**src/hdl/xbs_pkg.sv**
```systemverilog
`default_nettype none
package xbs_pkg;

  localparam int unsigned BLOCK_BYTES = 128;
  localparam int unsigned ADDR_W      = $clog2(BLOCK_BYTES);
  localparam int unsigned HDR_BYTES   = 3;

  // frame positions
  localparam logic [7:0] POS_SEQ      = 8'd1;
  localparam logic [7:0] POS_SEQ_INV  = 8'd2;
  localparam logic [7:0] POS_CHECK    = 8'(BLOCK_BYTES + HDR_BYTES);
  localparam logic [7:0] LEN_SUM      = 8'(BLOCK_BYTES + HDR_BYTES + 1);
  localparam logic [7:0] LEN_CRC      = 8'(BLOCK_BYTES + HDR_BYTES + 2);

  localparam logic [15:0] CRC_POLY = 16'h1021;

  localparam logic [7:0] CH_SOH = 8'h01;
  localparam logic [7:0] CH_ETX = 8'h03;
  localparam logic [7:0] CH_EOT = 8'h04;
  localparam logic [7:0] CH_ACK = 8'h06;
  localparam logic [7:0] CH_NAK = 8'h15;
  localparam logic [7:0] CH_CAN = 8'h18;
  localparam logic [7:0] CH_C   = 8'h43;

  typedef enum logic [2:0] {
    OP_START = 3'd0,
    OP_LOAD  = 3'd1,
    OP_LINK  = 3'd2,
    OP_RX    = 3'd3,
    OP_TICK  = 3'd4,
    OP_END   = 3'd5
  } op_t;

  typedef enum logic [2:0] {
    PH_IDLE     = 3'd0,
    PH_WAIT_REQ = 3'd1,
    PH_LOADING  = 3'd2,
    PH_SENDING  = 3'd3,
    PH_WAIT_ACK = 3'd4,
    PH_WAIT_EOT = 3'd5
  } phase_t;

  typedef enum logic [2:0] {
    EV_NONE     = 3'd0,
    EV_OPEN     = 3'd1,
    EV_ACKED    = 3'd2,
    EV_FAILED   = 3'd3,
    EV_ABORTED  = 3'd4,
    EV_COMPLETE = 3'd5
  } ev_t;

  typedef enum logic [1:0] {
    REG_REQ_RETRY = 2'd0,
    REG_ACK_RETRY = 2'd1,
    REG_NAK_LIMIT = 2'd2
  } reg_idx_t;

  typedef struct packed {
    logic [7:0] req_retry;
    logic [7:0] ack_retry;
    logic [7:0] nak_limit;
  } limits_t;

  typedef struct packed {
    logic       valid;
    logic       byte_valid;
    logic [7:0] tx_byte;
    ev_t        ev;
    logic       crc_used;
    logic [7:0] sequence_res;
  } res_t;

  typedef struct packed {
    logic              we;
    logic [ADDR_W-1:0] waddr;
    logic [7:0]        wdata;
    logic [ADDR_W-1:0] raddr;
  } buf_req_t;

  // crc-16/xmodem, one byte msb first
  function automatic logic [15:0] crc16_byte(input logic [15:0] crc, input logic [7:0] b);
    logic [15:0] c;
    c = crc ^ {b, 8'h00};
    for (int k = 0; k < 8; k++) begin
      c = c[15] ? ({c[14:0], 1'b0} ^ CRC_POLY) : {c[14:0], 1'b0};
    end
    return c;
  endfunction

endpackage
`default_nettype wire

```
**src/hdl/xbs_if.sv**
```systemverilog
`default_nettype none
interface xbs_in_if;
  logic       valid;
  logic       ready;
  logic [2:0] op;
  logic [7:0] data_byte;

  modport source (output valid, output op, output data_byte, input ready);
  modport sink   (input valid, input op, input data_byte, output ready);
endinterface

interface xbs_out_if;
  logic       valid;
  logic       ready;
  logic       byte_valid;
  logic [7:0] tx_byte;
  logic [2:0] event_res;
  logic       crc_used;
  logic [7:0] sequence_res;

  modport source (output valid, output byte_valid, output tx_byte, output event_res,
                  output crc_used, output sequence_res, input ready);
  modport sink   (input valid, input byte_valid, input tx_byte, input event_res,
                  input crc_used, input sequence_res, output ready);
endinterface
`default_nettype wire

```
**src/hdl/xmodem_block_sender_core.sv**
```systemverilog
`default_nettype none
// channel | dir | beat payload                                          | handshake
// in_ch   | in  | op, data_byte                                         | valid/ready
// out_ch  | out | byte_valid, tx_byte, event_res, crc_used, sequence_res | valid/ready
// cfg     | in  | cfg_index, cfg_wdata                                  | cfg_we only
//
// one item per cycle while the result is not stalled: an input register, then the
// session state machine and the block buffer (synchronous read, prefetched one position
// ahead) feed the result register that holds each result beat; items with no result vanish.
// rst_n is synchronous; the block buffer is not cleared, it is always filled before a read.
// a stalled result holds the machine; one more input beat is still taken while it waits.
module xmodem_block_sender_core (
  input  wire logic       clk,
  input  wire logic       rst_n,
  xbs_in_if.sink          in_ch,
  xbs_out_if.source       out_ch,
  input  wire logic       cfg_we,
  input  wire logic [1:0] cfg_index,
  input  wire logic [7:0] cfg_wdata
);

  logic              s1_valid_r;
  logic [2:0]        s1_op_r;
  logic [7:0]        s1_data_r;
  xbs_pkg::res_t     out_r;
  xbs_pkg::res_t     res;
  xbs_pkg::limits_t  lim_r;
  xbs_pkg::buf_req_t buf_req;
  logic [7:0]        rd_data;
  logic              advance;
  logic              proc;

  assign advance     = !out_r.valid || out_ch.ready;
  assign proc        = s1_valid_r && advance;
  assign in_ch.ready = !s1_valid_r || advance;

  always_ff @(posedge clk) begin
    if (!rst_n) begin
      s1_valid_r <= 1'b0;
    end else if (in_ch.ready) begin
      s1_valid_r <= in_ch.valid;
    end
  end

  always_ff @(posedge clk) begin
    if (in_ch.ready && in_ch.valid) begin
      s1_op_r   <= in_ch.op;
      s1_data_r <= in_ch.data_byte;
    end
  end

  always_ff @(posedge clk) begin
    if (!rst_n) begin
      out_r.valid <= 1'b0;
    end else if (advance) begin
      out_r.valid <= proc && res.valid;
    end
    if (proc) begin
      out_r.byte_valid   <= res.byte_valid;
      out_r.tx_byte      <= res.tx_byte;
      out_r.ev           <= res.ev;
      out_r.crc_used     <= res.crc_used;
      out_r.sequence_res <= res.sequence_res;
    end
  end

  always_ff @(posedge clk) begin
    if (!rst_n) begin
      lim_r.req_retry <= 8'd10;
      lim_r.ack_retry <= 8'd10;
      lim_r.nak_limit <= 8'd10;
    end else if (cfg_we) begin
      case (cfg_index)
        xbs_pkg::REG_REQ_RETRY: lim_r.req_retry <= cfg_wdata;
        xbs_pkg::REG_ACK_RETRY: lim_r.ack_retry <= cfg_wdata;
        xbs_pkg::REG_NAK_LIMIT: lim_r.nak_limit <= cfg_wdata;
        default: begin
        end
      endcase
    end
  end

  xbs_fsm u_fsm (
    .clk       (clk),
    .rst_n     (rst_n),
    .proc      (proc),
    .op        (s1_op_r),
    .data_byte (s1_data_r),
    .lim       (lim_r),
    .rd_data   (rd_data),
    .res       (res),
    .buf_req   (buf_req)
  );

  xbs_buf u_buf (
    .clk   (clk),
    .req   (buf_req),
    .rdata (rd_data)
  );

  assign out_ch.valid        = out_r.valid;
  assign out_ch.byte_valid   = out_r.byte_valid;
  assign out_ch.tx_byte      = out_r.tx_byte;
  assign out_ch.event_res    = out_r.ev;
  assign out_ch.crc_used     = out_r.crc_used;
  assign out_ch.sequence_res = out_r.sequence_res;

endmodule
`default_nettype wire

```
**src/hdl/xbs_buf.sv**
```systemverilog
`default_nettype none
module xbs_buf (
  input  wire logic              clk,
  input  wire xbs_pkg::buf_req_t req,
  output logic [7:0]             rdata
);

  logic [7:0] mem [xbs_pkg::BLOCK_BYTES];

  always_ff @(posedge clk) begin
    if (req.we) begin
      mem[req.waddr] <= req.wdata;
    end
    rdata <= mem[req.raddr];
  end

endmodule
`default_nettype wire

```
**src/hdl/xbs_fsm.sv**
```systemverilog
`default_nettype none
module xbs_fsm (
  input  wire logic             clk,
  input  wire logic             rst_n,
  input  wire logic             proc,
  input  wire logic [2:0]       op,
  input  wire logic [7:0]       data_byte,
  input  wire xbs_pkg::limits_t lim,
  input  wire logic [7:0]       rd_data,
  output xbs_pkg::res_t         res,
  output xbs_pkg::buf_req_t     buf_req
);

  xbs_pkg::phase_t phase_r, phase_nxt;
  logic        crc_mode_r, crc_mode_nxt;
  logic [7:0]  seq_r, seq_nxt;
  logic [7:0]  retry_r, retry_nxt;
  logic [7:0]  idx_r, idx_nxt;
  logic [7:0]  sum_r, sum_nxt;
  logic [15:0] crc_r, crc_nxt;

  logic [8:0]  retry_inc;
  logic [15:0] crc_upd;
  logic [7:0]  idx_inc;
  logic [7:0]  frame_len;
  logic        is_op_rx;

  assign retry_inc = {1'b0, retry_r} + 9'd1;
  assign crc_upd   = xbs_pkg::crc16_byte(crc_r, data_byte);
  assign idx_inc   = idx_r + 8'd1;
  assign frame_len = crc_mode_r ? xbs_pkg::LEN_CRC : xbs_pkg::LEN_SUM;
  assign is_op_rx  = (op == xbs_pkg::OP_RX);

  // next state
  always_comb begin
    phase_nxt    = phase_r;
    crc_mode_nxt = crc_mode_r;
    seq_nxt      = seq_r;
    retry_nxt    = retry_r;
    idx_nxt      = idx_r;
    sum_nxt      = sum_r;
    crc_nxt      = crc_r;
    if (proc) begin
      if (op == xbs_pkg::OP_START) begin
        phase_nxt = xbs_pkg::PH_WAIT_REQ;
        seq_nxt   = 8'd1;
        retry_nxt = 8'd0;
        idx_nxt   = 8'd0;
        sum_nxt   = 8'd0;
        crc_nxt   = 16'd0;
      end else begin
        unique case (phase_r)
          xbs_pkg::PH_WAIT_REQ: begin
            if (is_op_rx && (data_byte == xbs_pkg::CH_NAK || data_byte == xbs_pkg::CH_C)) begin
              crc_mode_nxt = (data_byte == xbs_pkg::CH_C);
              retry_nxt    = 8'd0;
              idx_nxt      = 8'd0;
              sum_nxt      = 8'd0;
              crc_nxt      = 16'd0;
              phase_nxt    = xbs_pkg::PH_LOADING;
            end else if (is_op_rx &&
                         (data_byte == xbs_pkg::CH_CAN || data_byte == xbs_pkg::CH_ETX)) begin
              phase_nxt = xbs_pkg::PH_IDLE;
            end else if (is_op_rx || op == xbs_pkg::OP_TICK) begin
              if (retry_inc <= {1'b0, lim.req_retry}) begin
                retry_nxt = retry_inc[7:0];
              end else begin
                phase_nxt = xbs_pkg::PH_IDLE;
              end
            end
          end
          xbs_pkg::PH_LOADING: begin
            if (op == xbs_pkg::OP_LOAD) begin
              sum_nxt = sum_r + data_byte;
              crc_nxt = crc_upd;
              if (idx_inc >= 8'(xbs_pkg::BLOCK_BYTES)) begin
                idx_nxt   = 8'd0;
                phase_nxt = xbs_pkg::PH_SENDING;
              end else begin
                idx_nxt = idx_inc;
              end
            end else if (op == xbs_pkg::OP_END && idx_r == 8'd0) begin
              phase_nxt = xbs_pkg::PH_WAIT_EOT;
            end
          end
          xbs_pkg::PH_SENDING: begin
            if (op == xbs_pkg::OP_LINK) begin
              if (idx_inc >= frame_len) begin
                idx_nxt   = 8'd0;
                phase_nxt = xbs_pkg::PH_WAIT_ACK;
              end else begin
                idx_nxt = idx_inc;
              end
            end
          end
          xbs_pkg::PH_WAIT_ACK: begin
            if (is_op_rx && data_byte == xbs_pkg::CH_ACK) begin
              seq_nxt   = seq_r + 8'd1;
              retry_nxt = 8'd0;
              idx_nxt   = 8'd0;
              sum_nxt   = 8'd0;
              crc_nxt   = 16'd0;
              phase_nxt = xbs_pkg::PH_LOADING;
            end else if (is_op_rx && data_byte == xbs_pkg::CH_NAK) begin
              if (retry_inc < {1'b0, lim.nak_limit}) begin
                retry_nxt = retry_inc[7:0];
                idx_nxt   = 8'd0;
                phase_nxt = xbs_pkg::PH_SENDING;
              end else begin
                phase_nxt = xbs_pkg::PH_IDLE;
              end
            end else if (is_op_rx && data_byte == xbs_pkg::CH_CAN) begin
              phase_nxt = xbs_pkg::PH_IDLE;
            end else if (is_op_rx || op == xbs_pkg::OP_TICK) begin
              if (retry_inc <= {1'b0, lim.ack_retry}) begin
                retry_nxt = retry_inc[7:0];
              end else begin
                phase_nxt = xbs_pkg::PH_IDLE;
              end
            end
          end
          xbs_pkg::PH_WAIT_EOT: begin
            if (is_op_rx && data_byte == xbs_pkg::CH_ACK) begin
              phase_nxt = xbs_pkg::PH_IDLE;
            end
          end
          default: begin
          end
        endcase
      end
    end
  end

  // outputs
  always_comb begin
    res              = '0;
    res.ev           = xbs_pkg::EV_NONE;
    res.crc_used     = crc_mode_nxt;
    res.sequence_res = seq_nxt;
    buf_req.we       = 1'b0;
    buf_req.waddr    = idx_r[xbs_pkg::ADDR_W-1:0];
    buf_req.wdata    = data_byte;
    // prefetch the data byte for the next frame position
    buf_req.raddr    = idx_nxt[xbs_pkg::ADDR_W-1:0] -
                       xbs_pkg::ADDR_W'(xbs_pkg::HDR_BYTES);
    if (proc && op != xbs_pkg::OP_START) begin
      unique case (phase_r)
        xbs_pkg::PH_WAIT_REQ: begin
          if (is_op_rx && (data_byte == xbs_pkg::CH_NAK || data_byte == xbs_pkg::CH_C)) begin
            res.valid = 1'b1;
            res.ev    = xbs_pkg::EV_OPEN;
          end else if (is_op_rx &&
                       (data_byte == xbs_pkg::CH_CAN || data_byte == xbs_pkg::CH_ETX)) begin
            res.valid = 1'b1;
            res.ev    = xbs_pkg::EV_FAILED;
          end else if ((is_op_rx || op == xbs_pkg::OP_TICK) &&
                       retry_inc > {1'b0, lim.req_retry}) begin
            res.valid = 1'b1;
            res.ev    = xbs_pkg::EV_FAILED;
          end
        end
        xbs_pkg::PH_LOADING: begin
          if (op == xbs_pkg::OP_LOAD) begin
            buf_req.we = 1'b1;
          end else if (op == xbs_pkg::OP_END && idx_r == 8'd0) begin
            res.valid      = 1'b1;
            res.byte_valid = 1'b1;
            res.tx_byte    = xbs_pkg::CH_EOT;
          end
        end
        xbs_pkg::PH_SENDING: begin
          if (op == xbs_pkg::OP_LINK) begin
            res.valid      = 1'b1;
            res.byte_valid = 1'b1;
            if (idx_r == 8'd0) begin
              res.tx_byte = xbs_pkg::CH_SOH;
            end else if (idx_r == xbs_pkg::POS_SEQ) begin
              res.tx_byte = seq_r;
            end else if (idx_r == xbs_pkg::POS_SEQ_INV) begin
              res.tx_byte = ~seq_r;
            end else if (idx_r < xbs_pkg::POS_CHECK) begin
              res.tx_byte = rd_data;
            end else if (!crc_mode_r) begin
              res.tx_byte = sum_r;
            end else if (idx_r == xbs_pkg::POS_CHECK) begin
              res.tx_byte = crc_r[15:8];
            end else begin
              res.tx_byte = crc_r[7:0];
            end
          end
        end
        xbs_pkg::PH_WAIT_ACK: begin
          if (is_op_rx && data_byte == xbs_pkg::CH_ACK) begin
            res.valid = 1'b1;
            res.ev    = xbs_pkg::EV_ACKED;
          end else if (is_op_rx && data_byte == xbs_pkg::CH_NAK) begin
            if (retry_inc >= {1'b0, lim.nak_limit}) begin
              res.valid = 1'b1;
              res.ev    = xbs_pkg::EV_ABORTED;
            end
          end else if (is_op_rx && data_byte == xbs_pkg::CH_CAN) begin
            res.valid = 1'b1;
            res.ev    = xbs_pkg::EV_ABORTED;
          end else if ((is_op_rx || op == xbs_pkg::OP_TICK) &&
                       retry_inc > {1'b0, lim.ack_retry}) begin
            res.valid      = 1'b1;
            res.byte_valid = 1'b1;
            res.tx_byte    = xbs_pkg::CH_CAN;
            res.ev         = xbs_pkg::EV_ABORTED;
          end
        end
        xbs_pkg::PH_WAIT_EOT: begin
          if (is_op_rx && data_byte == xbs_pkg::CH_ACK) begin
            res.valid = 1'b1;
            res.ev    = xbs_pkg::EV_COMPLETE;
          end
        end
        default: begin
        end
      endcase
    end
  end

  always_ff @(posedge clk) begin
    if (!rst_n) begin
      phase_r    <= xbs_pkg::PH_IDLE;
      crc_mode_r <= 1'b0;
      seq_r      <= 8'd1;
      retry_r    <= 8'd0;
      idx_r      <= 8'd0;
      sum_r      <= 8'd0;
      crc_r      <= 16'd0;
    end else begin
      phase_r    <= phase_nxt;
      crc_mode_r <= crc_mode_nxt;
      seq_r      <= seq_nxt;
      retry_r    <= retry_nxt;
      idx_r      <= idx_nxt;
      sum_r      <= sum_nxt;
      crc_r      <= crc_nxt;
    end
  end

endmodule
`default_nettype wire

```
**src/flat_wrapper.sv**
```systemverilog
// flat-port wrapper written by rule: the top's interface ports become plain ports
module xmodem_block_sender_core_flat 
  (clk, rst_n, cfg_we, cfg_index, cfg_wdata, in_ch_valid, in_ch_op, in_ch_data_byte, in_ch_ready, out_ch_valid, out_ch_byte_valid, out_ch_tx_byte, out_ch_event_res, out_ch_crc_used, out_ch_sequence_res, out_ch_ready);
  xbs_in_if in_ch_i ();
  xbs_out_if out_ch_i ();
  input  wire logic clk;
  input  wire logic rst_n;
  input  wire logic cfg_we;
  input  wire logic [1:0] cfg_index;
  input  wire logic [7:0] cfg_wdata;
  input wire logic [$bits(in_ch_i.valid)-1:0] in_ch_valid;
  input wire logic [$bits(in_ch_i.op)-1:0] in_ch_op;
  input wire logic [$bits(in_ch_i.data_byte)-1:0] in_ch_data_byte;
  output wire logic [$bits(in_ch_i.ready)-1:0] in_ch_ready;
  output wire logic [$bits(out_ch_i.valid)-1:0] out_ch_valid;
  output wire logic [$bits(out_ch_i.byte_valid)-1:0] out_ch_byte_valid;
  output wire logic [$bits(out_ch_i.tx_byte)-1:0] out_ch_tx_byte;
  output wire logic [$bits(out_ch_i.event_res)-1:0] out_ch_event_res;
  output wire logic [$bits(out_ch_i.crc_used)-1:0] out_ch_crc_used;
  output wire logic [$bits(out_ch_i.sequence_res)-1:0] out_ch_sequence_res;
  input wire logic [$bits(out_ch_i.ready)-1:0] out_ch_ready;
  assign in_ch_i.valid = in_ch_valid;
  assign in_ch_i.op = in_ch_op;
  assign in_ch_i.data_byte = in_ch_data_byte;
  assign in_ch_ready = in_ch_i.ready;
  assign out_ch_valid = out_ch_i.valid;
  assign out_ch_byte_valid = out_ch_i.byte_valid;
  assign out_ch_tx_byte = out_ch_i.tx_byte;
  assign out_ch_event_res = out_ch_i.event_res;
  assign out_ch_crc_used = out_ch_i.crc_used;
  assign out_ch_sequence_res = out_ch_i.sequence_res;
  assign out_ch_i.ready = out_ch_ready;
  xmodem_block_sender_core u_core (.clk(clk), .rst_n(rst_n), .in_ch(in_ch_i), .out_ch(out_ch_i), .cfg_we(cfg_we), .cfg_index(cfg_index), .cfg_wdata(cfg_wdata));
endmodule
```
**config.mk**
```make
export PLATFORM = sky130hd
export DESIGN_NAME = xmodem_block_sender_core_flat
export DESIGN_NICKNAME = d
export VERILOG_FILES = /design/src/hdl/xbs_pkg.sv /design/src/hdl/xbs_if.sv /design/src/hdl/xmodem_block_sender_core.sv /design/src/hdl/xbs_buf.sv /design/src/hdl/xbs_fsm.sv /design/src/flat_wrapper.sv
export SDC_FILE = /design/constraint.sdc
export NUM_CORES = 2
export LEC_CHECK = 0
export BUFFER_PORTS_ARGS = -buffer_cell sky130_fd_sc_hd__buf_2
export CORE_MARGIN = 5
export CORE_UTILIZATION = 49
export CTS_CLUSTER_DIAMETER = 40
export DETAILED_ROUTE_END_ITERATION = 16
export PLACE_DENSITY_LB_ADDON = 0.08
export SYNTH_ARGS = -nofsm -noshare
export SYNTH_HDL_FRONTEND = slang
export SYNTH_SLANG_ARGS = --single-unit
```
**constraint.sdc**
```tcl
create_clock -name clk -period 9.4 [get_ports clk]
set_clock_uncertainty 0.1 [all_clocks]
set_input_delay 0.47 -clock clk [delete_from_list [all_inputs] [get_ports clk]]
set_output_delay 0.47 -clock clk [all_outputs]
set_load 0.01 [all_outputs]
```
### Word-level counts from Yosys, hierarchy flattened

Memories as Yosys holds them, arrays and structs flattened. A register that Yosys moved wholly into a read port is not among the register bits.
Cells that the tools add are included.

* register bits: 110
* input bits: 26
* word-level logic and storage cells: 226
* memories: 1
* bits in writable memories: 1024
* output and inout bits: 23

* reduce and logical (&&, ||, !) cells: 34
* add/subtract/negate cells: 5
* mux-type cells: 106
* bitwise logic cells: 10
* equal/unequal tests: 41
* $lt $le $gt $ge: 9

Memory list
* u_core.u_buf.mem: words 128, width 8, rd ports 1, clocked after Yosys merged registers in 1, wr ports 1, line xbs_buf.sv:8 `logic [7:0] mem [xbs_pkg::BLOCK_BYTES];`

Operators with widths (count)
* two-way mux 8 bit: 34
* two-way mux 13 bit: 10
* two-way mux 16 bit: 4
* two-way mux 3 bit: 21
* one-hot mux 16 bit (3 select lines): 1
* one-hot mux 8 bit (4 select lines): 1
* two-way mux 10 bit: 3
* inequality test 5 bit (second input constant): 6
* inequality test 4 bit (second input constant): 7
* two-way mux 9 bit: 3
* one-hot mux 9 bit (3 select lines): 1
* inverter 3 bit: 8
* one-hot mux 8 bit (3 select lines): 1
* greater-than comparator 9 x 8 -> 1 bit: 2
* <= comparator 9 x 8 -> 1 bit: 2
* two-way mux 1 bit: 18
* inequality test 3 bit (second input constant): 6
* adder 8 x 1 -> 8 bit (second input constant): 2
* equality test 8 x 2 -> 1 bit (second input constant): 2
* equality test 8 x 5 -> 1 bit (second input constant): 2
* one-hot mux 8 bit (2 select lines): 1
* bitwise XOR 16 bit: 1
* one-hot mux 3 bit (5 select lines): 1
* equality test 3 x 2 -> 1 bit (second input constant): 4
* other kinds (37): 64

### Logic depth before layout (Yosys ltp)

Gate-level depths: netlist of the first run.

* word-level depth: 20
* mapped depth: 23
* depth with buffers taken out: 18

### By module

Synthesis of the first run repeated with hierarchy kept, for this count alone.

* cell total of the unflattened synthesis: 2496
* area, all modules: 46972.6 µm²

By module, submodules not included
* xbs_buf: times used 1, area an instance 39661.8 µm², seq. area each 30909.6 µm², cells an instance 1635
* xbs_fsm: times used 1, area an instance 5307.6 µm², seq. area each 1041.0 µm², cells an instance 729
* xmodem_block_sender_core: times used 1, area an instance 2003.2 µm², seq. area each 1481.4 µm², cells an instance 132

### Worst setup path after synthesis of the first run

Ideal clock, no wire load.

* path type: reg-to-reg
* from: register u_core.s1_data_r[0]
* to: register u_core.u_buf.rdata[6] (read register of u_core.u_buf.mem)
* setup time: 0.116 ns
* stages on the path, launching flop included: 18
* arrival: 6.579 ns
* path slack: 2.605 ns
* path buffers: 6
* data required time: 9.184 ns
* period minus slack after synthesis: 6.795 ns
* cells stage by stage: edfxtp_1 -> nor4b_4 -> o211ai_2 -> a32oi_2 -> and3_4 -> a32oi_4 -> buf_2 -> buf_2 -> ha_1 -> clkbuf_1 -> clkbuf_1 -> clkbuf_1 -> clkbuf_1 -> mux4_2 -> mux2_2 -> o211ai_1 -> nand4_1 -> and4_1

* word-level cells in the longest chain between the ends: 8
* elaborated cells on any way between the ends: 14
* classes of those cells: add/sub (1); eq/ne (3); mux (6); reduce/logical (4)

Ends and longest elaborated chain
* from (decl): line xmodem_block_sender_core.sv:24 `logic [7:0] s1_data_r;`
* from (signal assigned): line xmodem_block_sender_core.sv:48 `s1_data_r <= in_ch.data_byte;`
* equality test 8 x 5 -> 1 bit / equality test 8 x 7 -> 1 bit (equally long branches): line xbs_fsm.sv:54, xbs_fsm.sv:104
* logical AND 1 bit / logical OR 1 bit (equally long branches): line xbs_fsm.sv:104, xbs_fsm.sv:54
* two-way mux 8 bit / logical AND 1 bit (equally long branches): line xbs_fsm.sv:104, xbs_fsm.sv:54
* two-way mux 8 bit, on equally long branches: line xbs_fsm.sv:97, xbs_fsm.sv:54
* one-hot mux 8 bit (4 select lines) (*): line xbs_fsm.sv:52 `unique case (phase_r)`
* two-way mux 8 bit (*): line xbs_fsm.sv:44 `if (op == xbs_pkg::OP_START) begin`
* two-way mux 7 bit (*): line xbs_fsm.sv:43 `if (proc) begin`
* net u_core.u_fsm.idx_nxt[0]: line xbs_fsm.sv:18 `logic [7:0] idx_r, idx_nxt;`
* subtractor 7 x 2 -> 7 bit (*): line xbs_fsm.sv:144 `buf_req.raddr = idx_nxt[xbs_pkg::ADDR_W-1:0] -`
* to (decl): line xbs_buf.sv:5 `output logic [7:0] rdata`

The timed path passes the listed nets; every way through them passes the cells marked *. The select of a mux whose other input is x is not followed.
A chain may end at the register's enable or synchronous reset.

### Worst setup path in the final report of the first run

* from: register u_core.u_fsm.idx_r[4]
* to: register u_core.u_buf.rdata[1] (read register of u_core.u_buf.mem)

* word-level cells in the longest chain between the ends: 8
* elaborated cells on any way between the ends: 15
* classes of those cells: add/sub (2); order compare (2); mux (11)

Ends and longest elaborated chain
* from (decl): line xbs_fsm.sv:18
* from (signal assigned): line xbs_fsm.sv:238 `idx_r <= idx_nxt;`
* adder 8 x 1 -> 8 bit: line xbs_fsm.sv:30 `assign idx_inc = idx_r + 8'd1;`
* >= comparator 8 bit, on equally long branches: line xbs_fsm.sv:88, xbs_fsm.sv:76
* two-way mux 8 bit, on equally long branches: line xbs_fsm.sv:88, xbs_fsm.sv:76
* two-way mux 8 bit, on equally long branches: line xbs_fsm.sv:87, xbs_fsm.sv:73
* one-hot mux 8 bit (4 select lines): line xbs_fsm.sv:52
* two-way mux 8 bit: line xbs_fsm.sv:44
* two-way mux 7 bit (*): line xbs_fsm.sv:43
* subtractor 7 x 2 -> 7 bit (*): line xbs_fsm.sv:144

Every way passes the cells marked *; elsewhere a longest branch is shown, timed or not. The select of a mux whose other input is x is not followed.

==> metrics.cfg, run 1 <==
[power]
power_mw = 11.7
powerDensity_nw_per_um2 = 217
p_leak_nw = 16.9
vdd_drop_max_mv = 0.146

[timing]
finalCritPeriodShare_pct = 71.7
drv_slew = 0
tightestPinTransition_ps = 1310
finalSetupViolations = 0
final_hold_viol_count = 0
slew_headroom_pct = 12.5
post-route-min-period_ps = 6740
fmax_mhz = 148
grt_setup_unrepaired = no
setup-tns-final_ps = 0

[critical_path]
regToRegStartpoint = u_core.u_fsm.idx_r[4]$_SDFF_PN0_
reg2reg_slack_ps = 2660
critPathMaxFanout = 122
cp_slowest_cell = dfxtp_1
worst-path-buf-inv = 2
critPathKind = reg -> reg
cp_top_family = simple AND/OR/NAND/NOR gates
max_stage_delay_ps = 840
start_kind = register
r2r_cells = 14
end_kind = register
required_ps = 9940
cp_data_arrival_time_ps = 7290
r2r-end = u_core.u_buf.rdata[1]$_DFF_P_
crit_chain = nand4_1, nor2_1, xnor2_1, o211ai_1, o21a_1, a32oi_4, buf_12, ha_4, buf_12, mux4_2, mux4_2, nand3_1, nand4_1, a21o_1

[min_path]
min_to = u_core.s1_valid_r$_SDFFE_PN0N_
hold_depth = 4
hp-start = out_ch_ready
hold_path.class = in -> reg

[yosys]
synth-seq-cells = 1142
synth_fa_ha_area_share_pct = 1.14
yosysWarningCount = 0
synthSimpleGateAreaFrac_pct = 5.59
synthCells = 2521
synth_xor_area_share_pct = 0.997
synth_area_um2 = 46700
synth_edf_count = 1056
synth_ff_type = edfxtp_1
synth.distinct_cells = 75
synth_compound_gate_area_share_pct = 3.32
yosys-mux-area-fraction_pct = 15.8
synth-seq-area-share_pct = 71.6
synth_top_family_by_area = multiplexers
syn_area_per_cell_um2 = 18.5
syn_nets = 2589
async_flop_share_pct = 0

[cells_and_area]
seq_area_um2 = 33400
multi_input_area_um2 = 12600
num-fill-cells = 7121
stdcell_area_um2 = 54000
drive_above_1_share_pct = 25.0
instances_no_fill = 4047
syn2layout_area_growth_pct = 15.7
nets = 2725
diodes = 0

[grt]
grt_pass1_vias = 25300
grt-ovfl-total = 0
antenna_found_initial = 0
track_usage_pct = 23.3
grt_pass1_wl_mm = 174
grt_max_degree = 140

[cts]
cts_root_buf = clkbuf_16
cts_tree = built
cts_max_path_buffers = 3
postCtsSetupRepairBufs = 0
cts.sinks = 1142
clk_latency_ps = 750
h-tree-depth = 4
clk_pin_slew_ps = 50
numCtsBuffers = 151

[placed_design]
placement.io_buffers = 48
post-dp-hpwl_mm = 70.4
dpl-instance-area_um2 = 48500
placed_cells = 3749
place_congestion = 0.862

[floorplanning]
die-area_um2 = 102000
core_area_um2 = 94700
rows = 113
ioPinCount = 49
die_x_um = 319
die_h_um = 319
start_util_pct = 49.3

[route]
wl_per_cell_um = 29.4
vias = 24900
viasPerCell = 6.15
wl_mm = 119
drtPass1Iterations = 5
first_iter_violations = 2568
drcViolationCount = 0
postRouteAntennaNets = 0

[run]
max_cap_viol_count = 0

[run_status]
status = finished, final reports clean

[power by group]
part	leakage, nW	internal (mW)	total, mW	switching [mW]
logic	4.10	0.0426	0.211	0.169
clock network	2.54	3.63	5.92	2.29
registers	10.2	5.60	5.60	0.00722
[through the flow]
step,utilization (%),hold slack (ps),worst slack [ps]
3_3_place_gp,51.2,387,2480
3_5_place_dp,51.2,400,2510
6_report,57.0,58.5,2660
4_1_cts,57.0,12.3,2510
2_1_floorplan,-,367,2600
5_1_grt,57.0,58.0,2230
[cell usage after synthesis (10+ instances only)]
cell / count / area share [%]
edfxtp_1: 1056 / 68
mux4_2: 312 / 15
nor2_1: 210 / 1.7
clkbuf_1: 106 / 0.85
nand3_1: 98 / 1.1
dfxtp_1: 86 / 3.7
nand2_1: 76 / 0.61
nor2b_1: 62 / 0.83
a21oi_1: 49 / 0.53
ha_1: 41 / 1.1
inv_1: 33 / 0.27
o21ai_0: 32 / 0.34
mux2i_1: 30 / 0.64
a22oi_1: 25 / 0.40
xnor2_1: 25 / 0.47
xor2_1: 25 / 0.47
buf_2: 22 / 0.24
nand4_1: 22 / 0.29
and2_1: 18 / 0.24
a211oi_1: 16 / 0.26
a21o_1: 10 / 0.16
o22ai_1: 10 / 0.13
[worst min-delay path, stage by stage]
cell	delay (ps)
buf_2	90
nor2b_1	70
a21oi_1	150
nor2b_1	60
[kinds of logic (layout without fill, tap and decap cells)]
| logic type | Yosys count | after routing |
|---|---|---|
| and+or+nand+nor | 541 | 541 |
| AOI/OAI and AO/OA | 222 | 222 |
| buffers and inverters | 177 | 438 |
| DFF | 1142 | 1142 |
| xor gates and xnor gates | 51 | 51 |
| adders and majority gates | 42 | 42 |
| muxes | 346 | 346 |
[flip-flops by register name (all words and copies together) (netlist names)]
signal,count
u_core.out_ch.byte_valid,1
u_core.u_fsm.sum_r,8
u_core.s1_data_r,8
u_core.out_ch.event_res,3
u_core.u_fsm.crc_r,16
u_core.out_ch.crc_used,1
u_core.u_fsm.seq_r,8
u_core.u_buf.mem,1024
u_core.s1_valid_r,1
u_core.out_ch.valid,1
u_core.lim_r,24
u_core.u_fsm.retry_r,8
u_core.u_fsm.phase_r,3
u_core.out_ch.tx_byte,8
u_core.u_fsm.crc_mode_r,1
u_core.u_fsm.idx_r,8
u_core.out_ch.sequence_res,8
u_core.s1_op_r,3
u_core.u_buf.rdata,8
[placed cells by master, fill, tap and decap left out, types with 11 or more instances in the layout]
cell type and count:
a211oi_1 16, a21oi_1 49, a22oi_1 25, and2_1 18
buf_2 48, buf_4 48, bufinv_16 22, clkbuf_1 16
clkbuf_16 152, clkinv_1 18, clkinv_2 22, clkinvlp_4 15
dfxtp_1 86, dlygate4sd3_1 20, edfxtp_1 1056, ha_1 40
inv_1 33, inv_6 11, mux2i_1 30, mux4_2 312
nand2_1 76, nand3_1 98, nand4_1 22, nor2_1 210
nor2b_1 62, o21ai_0 32, xnor2_1 22, xor2_1 22
[area by class of cell]
class / instances / area share (%)
sequential: 1142 / 61.9
multi-input combinational: 1202 / 23.4
clock buffer: 168 / 7.15
tap: 1265 / 2.93
clock inverter: 110 / 2.64
timing repair buffer: 124 / 1.78
inverter: 36 / 0.250
[how the worst max path moves through the flow]
stage                                     startpoint                             to  cells past startpoint
finish              u_core.u_fsm.idx_r[4]$_SDFF_PN0_  u_core.u_buf.rdata[1]$_DFF_P_                     14
CTS                 u_core.u_fsm.idx_r[3]$_SDFF_PN0_  u_core.u_buf.rdata[3]$_DFF_P_                     14
floorplan              u_core.s1_data_r[0]$_DFFE_PP_  u_core.u_buf.rdata[6]$_DFF_P_                     17
detailed placement  u_core.u_fsm.idx_r[3]$_SDFF_PN0_  u_core.u_buf.rdata[3]$_DFF_P_                     14
global route        u_core.u_fsm.idx_r[3]$_SDFF_PN0_  u_core.u_buf.rdata[3]$_DFF_P_                     14
global placement    u_core.u_fsm.idx_r[4]$_SDFF_PN0_  u_core.u_buf.rdata[3]$_DFF_P_                     14
[what timing repair did]
| item | in CTS | in global routing |
|---|---|---|
| resized for setup | 0 | 0 |
| hold endpoints to repair | 36 | 0 |
| hold buffers | 20 | 0 |
[per-layer routing]
layer / track usage (%) / share of wire [%] / up-vias
li1: - / - / 10500
met5: 0 / 0 / -
met1: 33.1 / 42 / 13200
met2: 37.2 / 49 / 988
met3: 4.46 / 6.8 / 199
met4: 6.86 / 2.6 / 0
(Power assumes the default switching activity.)
==> inputs of run 2 (changes only) <==
--- a/config.mk
+++ b/config.mk
@@ -5,6 +5,7 @@
 export SDC_FILE = /design/constraint.sdc
 export NUM_CORES = 2
 export LEC_CHECK = 0
+export ABC_AREA = 1
 export BUFFER_PORTS_ARGS = -buffer_cell sky130_fd_sc_hd__buf_2
 export CORE_MARGIN = 5
 export CORE_UTILIZATION = 49
==> constraint.sdc (replaced) <==
create_clock -name clk -period 6.8 [get_ports clk]
set_clock_uncertainty 0.1 [all_clocks]
set_input_delay 0.34 -clock clk [delete_from_list [all_inputs] [get_ports clk]]
set_output_delay 0.34 -clock clk [all_outputs]
set_load 0.01 [all_outputs]
==> run 2 against run 1 <==
  * Design area increased by 12%
  * Die area is 14% higher
  * Fmax rose by 18%
  * Sequential share of layout area is 6.6 points lower
  * Via count up 57%
  * Worst hold slack better by 29 ps
  * Total power grew 53%
  * Global-route usage is 2.9 points higher
  * Setup slack got worse by 1600 ps
  * Critical path type unchanged
  * Largest cell class unchanged
  * Highest routed layer is now met5
==> metrics.cfg, run 2 <==
[cells_and_area]
largest_reg_flops = 1024  ; unchanged
diodes = 0  ; unchanged
nets = 5618  ; +110%
mostFrequentLayoutCells = nand2_1 (1386), edfxtp_1 (1056), inv_1 (935)
num-fill-cells = 9608  ; +35%
top_register = u_core.u_buf.mem
syn2layout_area_growth_pct = 13.5
mostFrequentLayoutCell = nand2_1
largestRegisters = u_core.u_buf.mem (1024), u_core.lim_r (24), u_core.u_fsm.crc_r (16)
drive_above_1_share_pct = 7.89  ; -17 points

[cts]
cts_max_path_buffers = 3  ; unchanged
cts_root_buf = clkbuf_16
h-tree-depth = 4  ; unchanged
cts_repair_resize_count = 0  ; unchanged
cts.sinks = 1142  ; unchanged
clk_latency_ps = 750  ; about the same
clk_pin_slew_ps = 50  ; about the same
cts_tree = built
numCtsBuffers = 165  ; +9.3%

[power]
pwr-share-clk_pct = 47.3  ; -3.1 points
seqPwrFrac_pct = 43.8  ; -3.9 points
vdd_drop_max_mv = 0.212  ; +45%
power.internal_mw = 13.4  ; +44%
switching_power_mw = 4.52  ; +84%
pwr-share-comb_pct = 8.8  ; +7.0 points
netSwitchingFraction_pct = 25.2  ; +4.3 points
p_leak_nw = 25.5  ; +51%
powerDensity_nw_per_um2 = 296  ; +36%

[critical_path]
cp_slowest_cell = inv_8
cpMostUsedCell = nand2_1
end_kind = register
critPathKind = reg -> reg
cp_top_family = simple AND/OR/NAND/NOR gates
r2r-end = u_core.u_buf.rdata[1]$_DFF_P_
required_ps = 7390  ; -2550 ps
crit_end = u_core.u_buf.rdata[1]$_DFF_P_
regToRegStartpoint = u_core.u_fsm.retry_r[0]$_SDFFE_PN0P_
start_kind = register
worst-path-buf-inv = 4  ; +2
crit_cells = 29  ; +15
reg2reg_slack_ps = 1070  ; -1590 ps
max_stage_delay_ps = 520  ; -320 ps
r2r_cells = 29  ; +15
critPathMaxFanout = 96  ; -21%
cp_data_arrival_time_ps = 6320  ; -970 ps
critPathLaunch = u_core.u_fsm.retry_r[0]$_SDFFE_PN0P_

[floorplanning]
core_area_um2 = 108000  ; +14%
die_h_um = 340  ; +6.6%
ioPinCount = 49  ; unchanged
die-area_um2 = 115000  ; +14%
start_util_pct = 49.2  ; -0.12 points
rows = 121  ; +7.1%
die_x_um = 340  ; +6.6%

[run]
max_cap_viol_count = 0  ; unchanged

[min_path]
hold_path.class = in -> reg

[yosys]
syn_area_per_cell_um2 = 9.59  ; -48%
synthTopCellsByCount = nand2_1 (1388), edfxtp_1 (1056), inv_1 (935)
synth_edf_count = 1056  ; unchanged
synth-seq-area-share_pct = 62.7  ; -8.9 points
synth_area_um2 = 53300  ; +14%
synth.distinct_cells = 57  ; -24%
synthCells = 5556  ; +120%
syn_nets = 5624  ; +120%
synth-seq-cells = 1142  ; unchanged
yosysTopAreaCellShare_pct = 59.5  ; -8.4 points
synth_ff_type = edfxtp_1
yosysWarningCount = 0  ; unchanged
yosysTopAreaCell = edfxtp_1
async_flop_share_pct = 0  ; unchanged
synth.most_common_cell = nand2_1
synthTopCellsByArea = edfxtp_1 (60%), nand2_1 (9.8%), inv_1 (6.6%), nand3_1 (5.9%), nand4_1 (4.1%)

[route]
vias = 39000  ; +57%
viasPerCell = 5.48  ; -11%
wl_per_cell_um = 21.6  ; -26%
postRouteAntennaNets = 0  ; unchanged
first_iter_violations = 3791  ; +48%
drcViolationCount = 0  ; unchanged
wl_mm = 154  ; +29%
drtPass1Iterations = 6  ; +1

[placed_design]
place_congestion = 0.872  ; +1.2%
placement.io_buffers = 48  ; unchanged
post-dp-hpwl_mm = 87.7  ; +25%
post-place-ws_ps = 1110  ; -1390 ps

[timing]
final_hold_viol_count = 0  ; unchanged
post-route-min-period_ps = 5730  ; -1010 ps
finalCritPeriodShare_pct = 84.3  ; +13 points
finalSetupViolations = 0  ; unchanged
fin_ws_ps = 1070  ; -1590 ps
fmax_mhz = 174  ; +18%
slew_headroom_pct = 21.9  ; +9.4 points
tightestPinTransition_ps = 1170  ; -143 ps
grt_setup_unrepaired = no
drv_slew = 0  ; unchanged
setup-tns-final_ps = 0  ; unchanged

[run_status]
status = finished, final reports clean

[grt]
grt-ovfl-total = 0  ; unchanged
grt_pass1_wl_mm = 233  ; +34%
grt_max_degree = 212  ; +51%
antenna_found_initial = 2  ; +2
track_usage_pct = 26.2  ; +2.9 points
grt_pass1_vias = 37400  ; +48%

run 2: cell types whose count changed in the layout (fill, tap and decap cells not counted), sizes merged, moves of 53 or more:
cell	delta
nand2	+1321
inv	+921
nand3	+537
nand4	+328
mux4	-312
o21ai	+131
nor2	+72
nor2b	-62
a21oi	+53
run 2: tightest hold or removal path: cells and delay by family:
kind | cells | cell delay, ps
buffers and inverters | 3 | 380
AOI/OAI and AO/OA | 1 | 100
and+or+nand+nor | 1 | 60
run 2: cells by family after synthesis:
logic type	Yosys count	share of synthesized area (%)
fa+ha+maj	42	1.00
flops	1142	62.7
simple gates	2719	22.7
mux	7	0.131
xor+xnor	35	0.639
buf+inv	1279	9.36
compound gates	332	3.46
run 2: layer usage:
| layer | routed length [um] | global-route usage [%] | vias to the layer above | share of wire [%] |
|---|---|---|---|---|
| li1 | - | - | 18500 | - |
| met1 | 66100 | 36.6 | 18800 | 43 |
| met2 | 71500 | 41.6 | 1387 | 47 |
| met3 | 11400 | 5.02 | 283 | 7.4 |
| met4 | 4570 | 8.46 | 2 | 3.0 |
| met5 | 7 | 0 | - | 0.0046 |
run 2: through the flow:
step | std cells | hold WS (ps) | power (mW) | util (%) | area (um2)
global route | 7102 | 105 | 18.5 | 55.8 | 60500
floorplan | 5556 | 335 | 8.84 | - | 53300
CTS | 7102 | 29.1 | 18.0 | 55.8 | 60500
global placement | 6767 | 357 | 9.54 | 50.4 | 54700
finish | 7102 | 87.1 | 17.9 | 55.8 | 60500
detailed placement | 6767 | 362 | 9.54 | 50.4 | 54700
run 2: area by class of cell:
class | count | area [um2] | area share (%)
Tap cell | 1414 | 1770 | 2.92
Timing Repair Buffer | 151 | 1210 | 2.01
Sequential cell | 1142 | 33400 | 55.3
Inverter | 955 | 3600 | 5.95
Multi-Input combinational cell | 3135 | 15000 | 24.7
Clock inverter | 113 | 1160 | 1.91
Clock buffer | 192 | 4370 | 7.22
run 2: timing repair:
item,4_1_cts,5_1_grt
setup buffers,0,0
hold buffers,30,0
endpoints found under the hold margin,43,0
run 2: power by group through the flow:
stage / Sequential, mW / Combinational (mW) / Clock [mW]
floorplan: 8.02 / 0.819 / 0
global placement: 7.99 / 1.55 / 0
detailed placement: 7.99 / 1.55 / 0
CTS: 7.84 / 1.57 / 8.61
global route: 7.85 / 1.68 / 8.93
finish: 7.85 / 1.58 / 8.48
run 2: worst min-delay path by stage:
stage	start	endpoint	slack [ps]	cells after the start
after floorplan	u_core.lim_r[10]$_SDFFE_PN0P_	u_core.lim_r[10]$_SDFFE_PN0P_	340	2
after detailed placement	u_core.lim_r[10]$_SDFFE_PN0P_	u_core.lim_r[10]$_SDFFE_PN0P_	360	2
after global routing	cfg_we	u_core.lim_r[2]$_SDFFE_PN0P_	100	3
final	cfg_we	u_core.lim_r[22]$_SDFFE_PN0P_	90	5
after global placement	u_core.lim_r[18]$_SDFFE_PN0P_	u_core.lim_r[18]$_SDFFE_PN0P_	360	2
after CTS	cfg_we	u_core.lim_r[2]$_SDFFE_PN0P_	30	3
